## config.mk

```make
export PLATFORM = sky130hd
export DESIGN_NAME = nfca_anticollision_select
export DESIGN_NICKNAME = d
export VERILOG_FILES = /design/src/rtl/nfca_pkg.sv /design/src/rtl/nfca_anticollision_select.sv
export VERILOG_INCLUDE_DIRS = /design/src /design/src/rtl
export SDC_FILE = /design/constraint.sdc
export NUM_CORES = 1
export LEC_CHECK = 0
export BUFFER_PORTS_ARGS = -buffer_cell sky130_fd_sc_hd__buf_4
export CORE_UTILIZATION = 55
export CTS_BUF_LIST = sky130_fd_sc_hd__clkbuf_8
export DETAILED_ROUTE_END_ITERATION = 16
export PLACE_DENSITY = 0.79
export SKIP_LAST_GASP = 1
export SYNTH_ARGS = -nofsm -noshare
export SYNTH_HDL_FRONTEND = slang
export SYNTH_SLANG_ARGS = --single-unit
```

## constraint.sdc

```tcl
create_clock -name aclk -period 5.5 [get_ports aclk]
set_input_delay 0 -clock aclk [delete_from_list [all_inputs] [get_ports aclk]]
set_output_delay 0 -clock aclk [all_outputs]
set_load 0.05 [all_outputs]
```

## src/rtl/nfca_anticollision_select_defines.svh

```systemverilog
// Assertion macros shared by the anticollision/select RTL.
// No dependencies; included by files that carry concurrent checks.
`ifndef NFCA_ANTICOLLISION_SELECT_DEFINES_SVH
`define NFCA_ANTICOLLISION_SELECT_DEFINES_SVH

// same-cycle implication, disabled during reset
`define NFCA_ASSERT_SAME(lbl, clk, rstn, ante, cons, msg) \
    lbl: assert property (@(posedge clk) disable iff (!(rstn)) (ante) |-> (cons)) \
        else $error(msg);

// next-cycle implication, disabled during reset
`define NFCA_ASSERT_NEXT(lbl, clk, rstn, ante, cons, msg) \
    lbl: assert property (@(posedge clk) disable iff (!(rstn)) (ante) |=> (cons)) \
        else $error(msg);

`endif

```

## src/rtl/nfca_pkg.sv

```systemverilog
// Types, codes and helpers for the ISO 14443-A anticollision/select block.
// No dependencies; used by nfca_anticollision_select.
package nfca_pkg;

    localparam int LEVEL_BITS  = 40;
    localparam int NUM_LEVELS  = 3;
    localparam int MAX_LEVELS  = 3;

    localparam logic [7:0] SEL_BASE    = 8'h91;
    localparam logic [7:0] CT_BYTE     = 8'h88;
    localparam logic [7:0] CASCADE_BIT = 8'h04;
    localparam logic [7:0] NVB_SELECT  = 8'h70;
    localparam logic [5:0] TX_SELECT   = 6'd56;
    localparam logic [5:0] TX_HDR_BITS = 6'd16;

    typedef enum logic [1:0] {
        CMD_START    = 2'd0,
        CMD_ANTICOLL = 2'd1,
        CMD_SAK      = 2'd2
    } cmd_t;

    typedef enum logic [1:0] {
        KIND_ANTICOLL = 2'd0,
        KIND_SELECT   = 2'd1,
        KIND_DONE     = 2'd2,
        KIND_ERROR    = 2'd3
    } kind_t;

    typedef enum logic [2:0] {
        ERR_NONE     = 3'd0,
        ERR_RX_FAIL  = 3'd1,
        ERR_CHECK    = 3'd2,
        ERR_NO_PROG  = 3'd3,
        ERR_LEVELS   = 3'd4,
        ERR_SEQUENCE = 3'd5
    } err_t;

    // result beat payload, last member lands in the lowest bits
    typedef struct packed {
        logic [2:0]  error_code;
        logic [7:0]  sak_out;
        logic [3:0]  uid_len;
        logic [15:0] uid_high;
        logic [63:0] uid_low;
        logic [5:0]  tx_bits;
        logic [39:0] frame_uid;
        logic [7:0]  nvb;
        logic [7:0]  sel_code;
    } res_t;

    // XOR of the four UID bytes must equal the BCC byte
    function automatic logic bcc_ok(input logic [LEVEL_BITS-1:0] lv);
        return (lv[7:0] ^ lv[15:8] ^ lv[23:16] ^ lv[31:24]) == lv[39:32];
    endfunction

endpackage

```

## src/rtl/nfca_anticollision_select.sv

```systemverilog
// Top level: reader-side ISO 14443-A bit-oriented anticollision and cascade select.
// Depends on nfca_pkg and nfca_anticollision_select_defines.svh.
//
//  channel | dir | tdata                                         | tuser
//  s_      | in  | rx_bits, rx_data, rx_fail, sak_byte (56 bits) | cmd
//  m_      | out | frame fields, final UID, SAK, error (160 bits)| kind
//
// Every beat yields exactly one result beat. An accepted beat is held in the
// input register until the result side can take it, then one pass of merge/check
// logic writes the result register and the level/UID state. A new beat is
// taken every cycle while the result side keeps up.
// A stalled result holds in the output register; the input register then
// holds one more beat and s_tready drops. Reset (aresetn low, synchronous)
// empties both registers, clears the UID store, level 1, phase idle.
`include "nfca_anticollision_select_defines.svh"

module nfca_anticollision_select (
    input  logic         aclk,
    input  logic         aresetn,
    input  logic         s_tvalid,
    output logic         s_tready,
    // [5:0] rx_bits, [45:6] rx_data, [46] rx_fail, [54:47] sak_byte, [55] zero
    input  logic [55:0]  s_tdata,
    // [1:0] cmd
    input  logic [1:0]   s_tuser,
    output logic         m_tvalid,
    input  logic         m_tready,
    // [7:0] sel_code, [15:8] nvb, [55:16] frame_uid, [61:56] tx_bits,
    // [125:62] uid_low, [141:126] uid_high, [145:142] uid_len,
    // [153:146] sak_out, [156:154] error_code, [159:157] zero
    output logic [159:0] m_tdata,
    // [1:0] kind
    output logic [1:0]   m_tuser
);

    localparam int LB = nfca_pkg::LEVEL_BITS;

    typedef enum logic [1:0] {
        PH_IDLE,
        PH_ANTICOLL,
        PH_SELWAIT
    } phase_t;

    // input register
    logic          in_vld_reg, in_vld_next;
    logic [1:0]    in_cmd_reg, in_cmd_next;
    logic [5:0]    in_bits_reg, in_bits_next;
    logic [LB-1:0] in_data_reg, in_data_next;
    logic          in_fail_reg, in_fail_next;
    logic [7:0]    in_sak_reg, in_sak_next;

    // result register
    logic             out_vld_reg, out_vld_next;
    nfca_pkg::kind_t  out_kind_reg, out_kind_next;
    nfca_pkg::res_t   out_res_reg, out_res_next;

    // protocol state
    phase_t        phase_reg, phase_next;
    logic [1:0]    level_reg, level_next;
    logic [5:0]    known_reg, known_next;
    logic [LB-1:0] uid_reg [nfca_pkg::NUM_LEVELS];
    logic [LB-1:0] uid_next [nfca_pkg::NUM_LEVELS];

    logic adv, fire, take_in;

    assign adv      = !out_vld_reg || m_tready;
    assign fire     = in_vld_reg && adv;
    assign s_tready = !in_vld_reg || adv;
    assign take_in  = s_tvalid && s_tready;

    assign m_tvalid = out_vld_reg;
    assign m_tuser  = out_kind_reg;
    assign m_tdata  = {3'b000, out_res_reg};

    // handshake bookkeeping
    always_comb begin
        in_vld_next  = in_vld_reg;
        in_cmd_next  = in_cmd_reg;
        in_bits_next = in_bits_reg;
        in_data_next = in_data_reg;
        in_fail_next = in_fail_reg;
        in_sak_next  = in_sak_reg;
        if (take_in) begin
            in_vld_next  = 1'b1;
            in_cmd_next  = s_tuser;
            in_bits_next = s_tdata[5:0];
            in_data_next = s_tdata[45:6];
            in_fail_next = s_tdata[46];
            in_sak_next  = s_tdata[54:47];
        end else if (fire) begin
            in_vld_next = 1'b0;
        end
        out_vld_next = out_vld_reg;
        if (fire) begin
            out_vld_next = 1'b1;
        end else if (m_tready) begin
            out_vld_next = 1'b0;
        end
    end

    // current level's 40 UID bits
    logic [1:0]    lvl_idx;
    logic [LB-1:0] cur_bits;

    always_comb begin
        case (level_reg)
            2'd2:    lvl_idx = 2'd1;
            2'd3:    lvl_idx = 2'd2;
            default: lvl_idx = 2'd0;
        endcase
    end
    assign cur_bits = uid_reg[lvl_idx];

    // bit merge at the known-bit position; known never exceeds 40
    logic [5:0]    room, take, new_known;
    logic [LB-1:0] merge_mask, merged;

    assign room       = 6'(LB) - known_reg;
    assign take       = (in_bits_reg < room) ? in_bits_reg : room;
    assign new_known  = known_reg + take;
    assign merge_mask = ~({LB{1'b1}} << new_known) & ({LB{1'b1}} << known_reg);
    assign merged     = (cur_bits & ~merge_mask) | ((in_data_reg << known_reg) & merge_mask);

    // final UID assembly and checks, one per level count
    logic [LB-1:0] u0, u1, u2;
    logic          chk1, chk2, chk3;

    assign u0   = uid_reg[0];
    assign u1   = uid_reg[1];
    assign u2   = uid_reg[2];
    assign chk1 = nfca_pkg::bcc_ok(u0);
    assign chk2 = (u0[7:0] == nfca_pkg::CT_BYTE) && chk1 && nfca_pkg::bcc_ok(u1);
    assign chk3 = chk2 && (u1[7:0] == nfca_pkg::CT_BYTE) && nfca_pkg::bcc_ok(u2);

    // frame field helpers
    function automatic nfca_pkg::res_t anticoll_res(input logic [1:0] lvl,
                                                     input logic [5:0] k,
                                                     input logic [LB-1:0] bits);
        nfca_pkg::res_t r;
        r           = '0;
        r.sel_code  = nfca_pkg::SEL_BASE + {5'b0, lvl, 1'b0};
        r.nvb       = {4'd2 + {1'b0, k[5:3]}, 1'b0, k[2:0]};
        r.frame_uid = bits & ~({LB{1'b1}} << k);
        r.tx_bits   = nfca_pkg::TX_HDR_BITS + k;
        return r;
    endfunction

    // one pass per beat
    always_comb begin
        phase_next    = phase_reg;
        level_next    = level_reg;
        known_next    = known_reg;
        uid_next      = uid_reg;
        out_kind_next = out_kind_reg;
        out_res_next  = out_res_reg;
        if (fire) begin
            out_res_next  = '0;
            out_kind_next = nfca_pkg::KIND_ERROR;
            case (in_cmd_reg)
                nfca_pkg::CMD_START: begin
                    for (int i = 0; i < nfca_pkg::NUM_LEVELS; i++) begin
                        uid_next[i] = '0;
                    end
                    level_next    = 2'd1;
                    known_next    = '0;
                    phase_next    = PH_ANTICOLL;
                    out_kind_next = nfca_pkg::KIND_ANTICOLL;
                    out_res_next  = anticoll_res(2'd1, 6'd0, '0);
                end
                nfca_pkg::CMD_ANTICOLL: begin
                    if (phase_reg != PH_ANTICOLL) begin
                        out_res_next.error_code = nfca_pkg::ERR_SEQUENCE;
                        phase_next = PH_IDLE;
                    end else if (in_fail_reg) begin
                        out_res_next.error_code = nfca_pkg::ERR_RX_FAIL;
                        phase_next = PH_IDLE;
                    end else if (in_bits_reg == '0) begin
                        out_res_next.error_code = nfca_pkg::ERR_NO_PROG;
                        phase_next = PH_IDLE;
                    end else begin
                        uid_next[lvl_idx] = merged;
                        known_next        = new_known;
                        if (new_known < 6'(LB)) begin
                            out_kind_next = nfca_pkg::KIND_ANTICOLL;
                            out_res_next  = anticoll_res(level_reg, new_known, merged);
                        end else begin
                            phase_next             = PH_SELWAIT;
                            out_kind_next          = nfca_pkg::KIND_SELECT;
                            out_res_next.sel_code  = nfca_pkg::SEL_BASE
                                                     + {5'b0, level_reg, 1'b0};
                            out_res_next.nvb       = nfca_pkg::NVB_SELECT;
                            out_res_next.frame_uid = merged;
                            out_res_next.tx_bits   = nfca_pkg::TX_SELECT;
                        end
                    end
                end
                nfca_pkg::CMD_SAK: begin
                    phase_next = PH_IDLE;
                    if (phase_reg != PH_SELWAIT) begin
                        out_res_next.error_code = nfca_pkg::ERR_SEQUENCE;
                    end else if (in_fail_reg) begin
                        out_res_next.error_code = nfca_pkg::ERR_RX_FAIL;
                    end else if ((in_sak_reg & nfca_pkg::CASCADE_BIT) != '0) begin
                        if (level_reg >= 2'(nfca_pkg::MAX_LEVELS)) begin
                            out_res_next.error_code = nfca_pkg::ERR_LEVELS;
                        end else begin
                            level_next    = level_reg + 2'd1;
                            known_next    = '0;
                            phase_next    = PH_ANTICOLL;
                            out_kind_next = nfca_pkg::KIND_ANTICOLL;
                            out_res_next  = anticoll_res(level_reg + 2'd1, 6'd0, '0);
                        end
                    end else if (level_reg <= 2'd1) begin
                        if (!chk1) begin
                            out_res_next.error_code = nfca_pkg::ERR_CHECK;
                        end else begin
                            out_kind_next         = nfca_pkg::KIND_DONE;
                            out_res_next.uid_low  = {32'b0, u0[31:0]};
                            out_res_next.uid_len  = 4'd4;
                            out_res_next.sak_out  = in_sak_reg;
                        end
                    end else if (level_reg == 2'd2) begin
                        if (!chk2) begin
                            out_res_next.error_code = nfca_pkg::ERR_CHECK;
                        end else begin
                            out_kind_next         = nfca_pkg::KIND_DONE;
                            out_res_next.uid_low  = {8'b0, u1[31:0], u0[31:8]};
                            out_res_next.uid_len  = 4'd7;
                            out_res_next.sak_out  = in_sak_reg;
                        end
                    end else begin
                        if (!chk3) begin
                            out_res_next.error_code = nfca_pkg::ERR_CHECK;
                        end else begin
                            out_kind_next         = nfca_pkg::KIND_DONE;
                            out_res_next.uid_low  = {u2[15:0], u1[31:8], u0[31:8]};
                            out_res_next.uid_high = u2[31:16];
                            out_res_next.uid_len  = 4'd10;
                            out_res_next.sak_out  = in_sak_reg;
                        end
                    end
                end
                default: begin
                    out_res_next.error_code = nfca_pkg::ERR_SEQUENCE;
                    phase_next = PH_IDLE;
                end
            endcase
        end
    end

    always_ff @(posedge aclk) begin
        if (!aresetn) begin
            in_vld_reg  <= 1'b0;
            out_vld_reg <= 1'b0;
            phase_reg   <= PH_IDLE;
            level_reg   <= 2'd1;
            known_reg   <= '0;
            for (int i = 0; i < nfca_pkg::NUM_LEVELS; i++) begin
                uid_reg[i] <= '0;
            end
        end else begin
            in_vld_reg  <= in_vld_next;
            out_vld_reg <= out_vld_next;
            phase_reg   <= phase_next;
            level_reg   <= level_next;
            known_reg   <= known_next;
            uid_reg     <= uid_next;
        end
        in_cmd_reg   <= in_cmd_next;
        in_bits_reg  <= in_bits_next;
        in_data_reg  <= in_data_next;
        in_fail_reg  <= in_fail_next;
        in_sak_reg   <= in_sak_next;
        out_kind_reg <= out_kind_next;
        out_res_reg  <= out_res_next;
    end

    // checks
    `NFCA_ASSERT_SAME(a_level_range, aclk, aresetn, 1'b1,
        level_reg != 2'd0 && level_reg <= 2'(nfca_pkg::MAX_LEVELS), "level out of range")
    `NFCA_ASSERT_SAME(a_selwait_full, aclk, aresetn, phase_reg == PH_SELWAIT,
        known_reg == 6'(LB), "select wait without all level bits known")
    `NFCA_ASSERT_SAME(a_error_coded, aclk, aresetn, m_tvalid,
        (m_tuser == nfca_pkg::KIND_ERROR) == (m_tdata[156:154] != 3'd0),
        "error kind and error code disagree")
    `NFCA_ASSERT_NEXT(a_result_follows, aclk, aresetn, fire,
        m_tvalid && (phase_reg == PH_IDLE || m_tuser == nfca_pkg::KIND_ANTICOLL
                     || m_tuser == nfca_pkg::KIND_SELECT),
        "result missing or phase not idle after done/error")

endmodule
```

# After elaboration in Yosys (flattened, before gate mapping)
# Index checks and enable logic that the tools add are counted.
[totals] reg_bits=348 inputBits=62 output_inout_bits=164 wordCells=180
[op_classes] addsub=7 order_cmp=6 eq_ne=19 shift=3 muxes=83 bitwise_logic=17 n_reduce_logical=22
[ops] operator="case mux 154 bit (3 select lines)" count=1
[ops] operator="two-way mux 120 bit" count=3
[ops] operator="two-way mux 62 bit" count=5
[ops] operator="two-way mux 154 bit" count=2
[ops] operator="case mux 120 bit (2 select lines)" count=1
[ops] operator="AND 40 bit" count=4
[ops] operator="two-way mux 64 bit" count=2
[ops] operator="bitwise mux 120 bit" count=1
[ops] operator="two-way mux 40 bit" count=3
[ops] operator="two-way mux 95 bit" count=1
[ops] operator="two-way mux 92 bit" count=1
[ops] operator="binary-select mux 40 bit (select 2 bit)" count=1
[ops] operator="demux 40 bit (select 2 bit)" count=1
[ops] operator="NOT 40 bit" count=2
[ops] operator="left shift 40 x 6 -> 40 bit, first input constant" count=2
[ops] operator="XOR 8 bit" count=9
[ops] operator="two-way mux 61 bit" count=1
[ops] operator="two-way mux 56 bit" count=1
[ops] operator="two-way mux 6 bit" count=8
[ops] operator="two-way mux 2 bit" count=22
[ops] operator="OR 40 bit" count=1
[ops] operator="left shift 40 x 6 -> 40 bit" count=1
[ops] operator="two-way mux 16 bit" count=2
[ops] operator="two-way mux 32 bit" count=1
[ops] operator="39 further kinds" count=81

# Depth between registers and ports, before layout
[logic_depth] word_depth=16 depth_mapped=27 depth_no_buf=23

# Worst setup path after synthesis
# No wires, ideal clock.
[synth_timing] path_kind="reg2reg" from="register known_reg[1]" to="register out_res_reg, in the netlist m_tdata[37] (data pin)" setup_ps=255 t_arrival_ps=5079 t_required_ps=5245 setup_slack_ps=166 stages_incl_launch_ff=28 n_path_buf=4 synth_period_minus_slack_ps=5334 path_cell_list="dfxtp_1 buf_4 buf_2 inv_1 ha_1 a21oi_1 xnor2_1 ha_1 nand2_1 o21ai_0 a21oi_1 nand2_1 o21ai_0 ha_1 inv_1 fa_1 nor2b_1 o21a_1 or2_2 xor2_1 inv_1 ha_1 and2_1 clkbuf_1 nor2_1 clkbuf_1 nand2_1 and3_1"
[synth_via] elab_chain_len=16 word_cells_on_any_way=20 classes_between="add/sub (2); order compare (2); shift (3); mux (6); bitwise (7)"
[synth_rtl] item="start, declared" line_no="nfca_anticollision_select.sv:60" source="logic [5:0] known_reg, known_next;"
[synth_rtl] item="start signal, assigned" line_no="nfca_anticollision_select.sv:266" source="known_reg <= known_next;"
[synth_rtl] item="subtractor 6 bit" line_no="nfca_anticollision_select.sv:118" source="assign room = 6'(LB) - known_reg;"
[synth_rtl] item="< comparator 6 bit" line_no="nfca_anticollision_select.sv:119" source="assign take = (in_bits_reg < room) ? in_bits_reg : room;"
[synth_rtl] item="two-way mux 6 bit" line_no="nfca_anticollision_select.sv:119"
[synth_rtl] item="adder 6 bit" line_no="nfca_anticollision_select.sv:120" source="assign new_known = known_reg + take;"
[synth_rtl] item="left shift 40 x 6 -> 40 bit" line_no="nfca_anticollision_select.sv:121, nfca_anticollision_select.sv:143"
[synth_rtl] item="NOT 40 bit" line_no="nfca_anticollision_select.sv:121, nfca_anticollision_select.sv:143"
[synth_rtl] item="AND 40 bit" line_no="nfca_anticollision_select.sv:121" source="assign merge_mask = ~({LB{1'b1}} << new_known) & ({LB{1'b1}} << known_reg);"
[synth_rtl] item="NOT 40 bit" line_no="nfca_anticollision_select.sv:122" source="assign merged = (cur_bits & ~merge_mask) | ((in_data_reg << known_reg) & merge_mask);"
[synth_rtl] item="AND 40 bit" line_no="nfca_anticollision_select.sv:122"
[synth_rtl] item="OR 40 bit" line_no="nfca_anticollision_select.sv:122"
[synth_rtl] item="AND 40 bit" line_no="nfca_anticollision_select.sv:143" source="r.frame_uid = bits & ~({LB{1'b1}} << k);"
[synth_rtl] item="two-way mux 62 bit (*)" line_no="nfca_anticollision_select.sv:183" source="if (new_known < 6'(LB)) begin"
[synth_rtl] item="two-way mux 62 bit (*)" line_no="nfca_anticollision_select.sv:177" source="end else if (in_bits_reg == '0) begin"
[synth_rtl] item="two-way mux 62 bit (*)" line_no="nfca_anticollision_select.sv:174" source="end else if (in_fail_reg) begin"
[synth_rtl] item="two-way mux 62 bit (*)" line_no="nfca_anticollision_select.sv:171" source="if (phase_reg != PH_ANTICOLL) begin"
[synth_rtl] item="case mux 154 bit (3 select lines) (*)" line_no="nfca_anticollision_select.sv:159" source="case (in_cmd_reg)"
[synth_rtl] item="end signal, assigned" line_no="nfca_anticollision_select.sv:275" source="out_res_reg <= out_res_next;"
[synth_rtl] item="end, declared" line_no="nfca_anticollision_select.sv:55" source="nfca_pkg::res_t out_res_reg, out_res_next;"
# Mark *: on every way between the ends. The rest lies on a longest branch, timed or not.
# A chain may end at the register's enable or synchronous reset.

# Worst setup path in the final report
[layout_timing] from="register known_reg[1]" to="register uid_reg, in the netlist u1[8]"
[layout_via] elab_chain_len=15 word_cells_on_any_way=18 classes_between="add/sub (2); order compare (1); shift (3); mux (6); bitwise (6)"
[layout_rtl] item="subtractor 6 bit" line_no="nfca_anticollision_select.sv:118"
[layout_rtl] item="< comparator 6 bit" line_no="nfca_anticollision_select.sv:119"
[layout_rtl] item="two-way mux 6 bit" line_no="nfca_anticollision_select.sv:119"
[layout_rtl] item="adder 6 bit" line_no="nfca_anticollision_select.sv:120"
[layout_rtl] item="left shift 40 x 6 -> 40 bit" line_no="nfca_anticollision_select.sv:121"
[layout_rtl] item="NOT 40 bit" line_no="nfca_anticollision_select.sv:121"
[layout_rtl] item="AND 40 bit" line_no="nfca_anticollision_select.sv:121"
[layout_rtl] item="NOT 40 bit" line_no="nfca_anticollision_select.sv:122"
[layout_rtl] item="AND 40 bit" line_no="nfca_anticollision_select.sv:122"
[layout_rtl] item="OR 40 bit (*)" line_no="nfca_anticollision_select.sv:122"
[layout_rtl] item="bitwise mux 120 bit (*)" line_no="nfca_anticollision_select.sv:181" source="uid_next[lvl_idx] = merged;"
[layout_rtl] item="two-way mux 120 bit (*)" line_no="nfca_anticollision_select.sv:177"
[layout_rtl] item="two-way mux 120 bit (*)" line_no="nfca_anticollision_select.sv:174"
[layout_rtl] item="two-way mux 120 bit (*)" line_no="nfca_anticollision_select.sv:171"
[layout_rtl] item="case mux 120 bit (2 select lines) (*)" line_no="nfca_anticollision_select.sv:159"
[layout_rtl] item="end signal, assigned" line_no="nfca_anticollision_select.sv:267" source="uid_reg <= uid_next;"
[layout_rtl] item="end, declared" line_no="nfca_anticollision_select.sv:61" source="logic [LB-1:0] uid_reg [nfca_pkg::NUM_LEVELS];"
# Mark *: on every way between the ends. The rest lies on a longest branch, timed or not. The select of a mux whose other input is x is not followed.

==> flow_metrics.tcl <==
set metrics [dict create \
    status "completed" \
    whs_path_depth 2 \
    portBuffers 216 \
    ir_worst_vdd_mv 0.173 \
    cts_made_buffers 53 \
    ys_ff_latch 335 \
    maxCapViolCount 0 \
    cts_sinks 335 \
    clk_pin_slew_ps 70 \
    grt_max_degree 86 \
    n_antenna_cell 0 \
    n_fill_cell 2415 \
    ys.flop_type "edfxtp_1" \
    yosysWarnings 0 \
    grt_usage_pct 35.7 \
    hold_class "primary input to flip-flop" \
    power.leakage_nw 8.30 \
    dieHeight_um 183 \
    vias 15300 \
    rsz0062_at_grt "yes" \
    ant_nets 0 \
    tritoncts "yes" \
    async_flop_share_pct 0 \
    powerDensity_mw_per_mm2 273 \
    grt_pass1_vias 14500 \
    critPathLaunchType "flip-flop" \
    fin_crit_sh_pct 94.8 \
    slew_viol_final 0 \
    reg2reg_slack_ps 280 \
    largest_reg_flops 144 \
    first_pass_iters 6 \
    setup_tns_ps 0 \
    yosys.area.top_type "edfxtp_1" \
    die_w_um 183 \
    synth_top_area_share_pct 33.7 \
    boundaryPins 226 \
    coreArea_mm2 0.0320 \
    vias_per_cell 6.18 \
    clk_path_buf_depth 3 \
    cts_max_level 2 \
    seq_area_frac_synth_pct 48.4 \
    worst_pin_slew_ps 1120 \
    slew_headroom_pct 25.2 \
    cp.required_ps 6020 \
    cp_data_arrival_time_ps 5740 \
    finalNonFillerCells 2477 \
    route.detailed.drc 0 \
    gp_congestion 1.01 \
    r2r-start "known_reg[1]" \
    synth-edff-count 203 \
    dieArea_mm2 0.0336 \
    finalNetCount 2079 \
    area_delta_synth_final_pct 21.1 \
    ys_types 64 \
    grt_antenna_before_repair 0 \
    wl_mm 60.1 \
    cp-end-kind "flip-flop" \
    hold_path_end "in_cmd_reg[0]" \
    min_period_ps 5220 \
    min-delay-start "s_tuser[0]" \
    final_cell_mix "buf_4 (277), nand2_1 (263), edfxtp_1 (203)" \
    clk_latency_ps 640 \
    initial_utilization_pct 56.5 \
    max_freq_ghz 0.192 \
    grt-ovfl-total 0 \
    dp_hpwl_mm 43.5 \
    drt-initial-drc-count 1827 \
    dp_cells 2315 \
    path_max_fanout 9 \
    synthCells 1731 \
    clockRootBuffer "clkbuf_8" \
    grt_pass1_wl_mm 88.9 \
    rows 65 \
    layout-drive-gt1-share_pct 22.5 \
    layout_commonest_cell "buf_4" \
    setup_viol 0 \
    r2r-end "u1[8]" \
    avgRoutedWirePerCell_um 24.3 \
    syn_area_mm2 0.0181 \
    synth_area_per_cell_um2 10.4 \
    hold_violations 0 \
    ff2ff_path_depth 19 \
    clock_skew_ps 27.1 \
    critical_path_class "flip-flop to flip-flop" \
    synth.area.top_cells "edfxtp_1 (34%), dfxtp_1 (15%), nand2_1 (5.5%), mux4_2 (5.1%), mux2i_1 (4.8%)" \
    cts_setup_buffers 0 \
]
## power by group
part | leakage, nW | internal [mW] | switching [mW]
Clock | 0.612 | 1.15 | 1.04
Sequential | 2.95 | 2.74 | 0.0482
Combinational | 4.74 | 0.334 | 0.648
## synthesized netlist by cell type, types with 19 or more instances
cell type / count
inv_1: 27
dfxtp_1: 132
and2_1: 34
nor2_1: 96
buf_4: 19
a22o_1: 94
a21oi_1: 85
mux4_2: 41
xor2_1: 28
and3_1: 23
o21ai_0: 133
ha_1: 19
clkbuf_1: 84
xnor2_1: 59
nor3_1: 29
mux2i_1: 86
nand2_1: 264
mux2_2: 26
edfxtp_1: 203
a221oi_1: 27
## what timing repair did
item / 4_1_cts / 5_1_grt
endpoints found under the hold margin: 69 / 0
setup endpoints to repair: 0 / 61
gates resized for setup: 0 / 6
hold buffers: 62 / 0
## routing by layer
layer	up-vias	track usage [%]	wire length [um]
met5	-	0	0
met4	0	18.4	3410
met3	186	6.08	4720
met2	877	60.1	29100
met1	7348	44.3	22900
li1	6887	-	-
## worst max-delay path: stages, from the launching register on
cell	delay, ps
dfxtp_2	340
nor2_1	190
nand2_1	120
a21o_1	220
xnor2_1	190
ha_1	290
a21oi_1	180
o21ai_0	180
a21oi_2	200
nand2_1	70
o21ai_0	90
ha_1	220
inv_1	70
fa_1	750
nor2b_1	490
a21oi_1	280
o31ai_1	660
mux2i_1	180
buf_4	190
a22o_1	190
## cell type report
cell class                 instances  area, um2  area share, %
timing repair buffer             339       2700           12.3
inverter                          28        110          0.503
tap                              435        544           2.49
clock inverter                    43        309           1.41
multi-input combinational       1240       8690           39.7
clock buffer                      57        785           3.59
sequential                       335       8740           40.0
## kinds of logic after synthesis
family / Yosys count / share of synthesized area [%]
flops: 335 / 48.4
compound gates: 432 / 16.0
buf+inv: 164 / 4.00
mux: 153 / 11.5
other cells: 1 / 0.0208
fa+ha+maj: 20 / 1.43
xor+xnor: 96 / 5.34
simple gates: 530 / 13.3
## through the flow
step           utilization, %  area [um2]  power [mW]  setup WS [ps]  hold WS [ps]
2_1_floorplan               -       18100        3.42            166          98.9
3_3_place_gp             63.0       20100        3.75            484           178
3_5_place_dp             63.0       20100        3.76            336           179
4_1_cts                  68.4       21800        5.94            258          62.2
5_1_grt                  68.4       21900        6.14          -14.6          68.0
6_report                 68.4       21900        5.96            284          82.5
## worst max-delay path by stage
stage	from	endpoint	slack, ps	depth (start not counted)
after floorplan	known_reg[1]	m_tdata[37]	170	27
after global placement	known_reg[1]	u1[8]	480	19
after detailed placement	known_reg[1]	m_tdata[32]	340	24
after CTS	known_reg[1]	m_tdata[19]	260	21
after global routing	known_reg[1]	m_tdata[25]	-10	24
final	known_reg[1]	u1[8]	280	19
(Power assumes the default switching activity.)
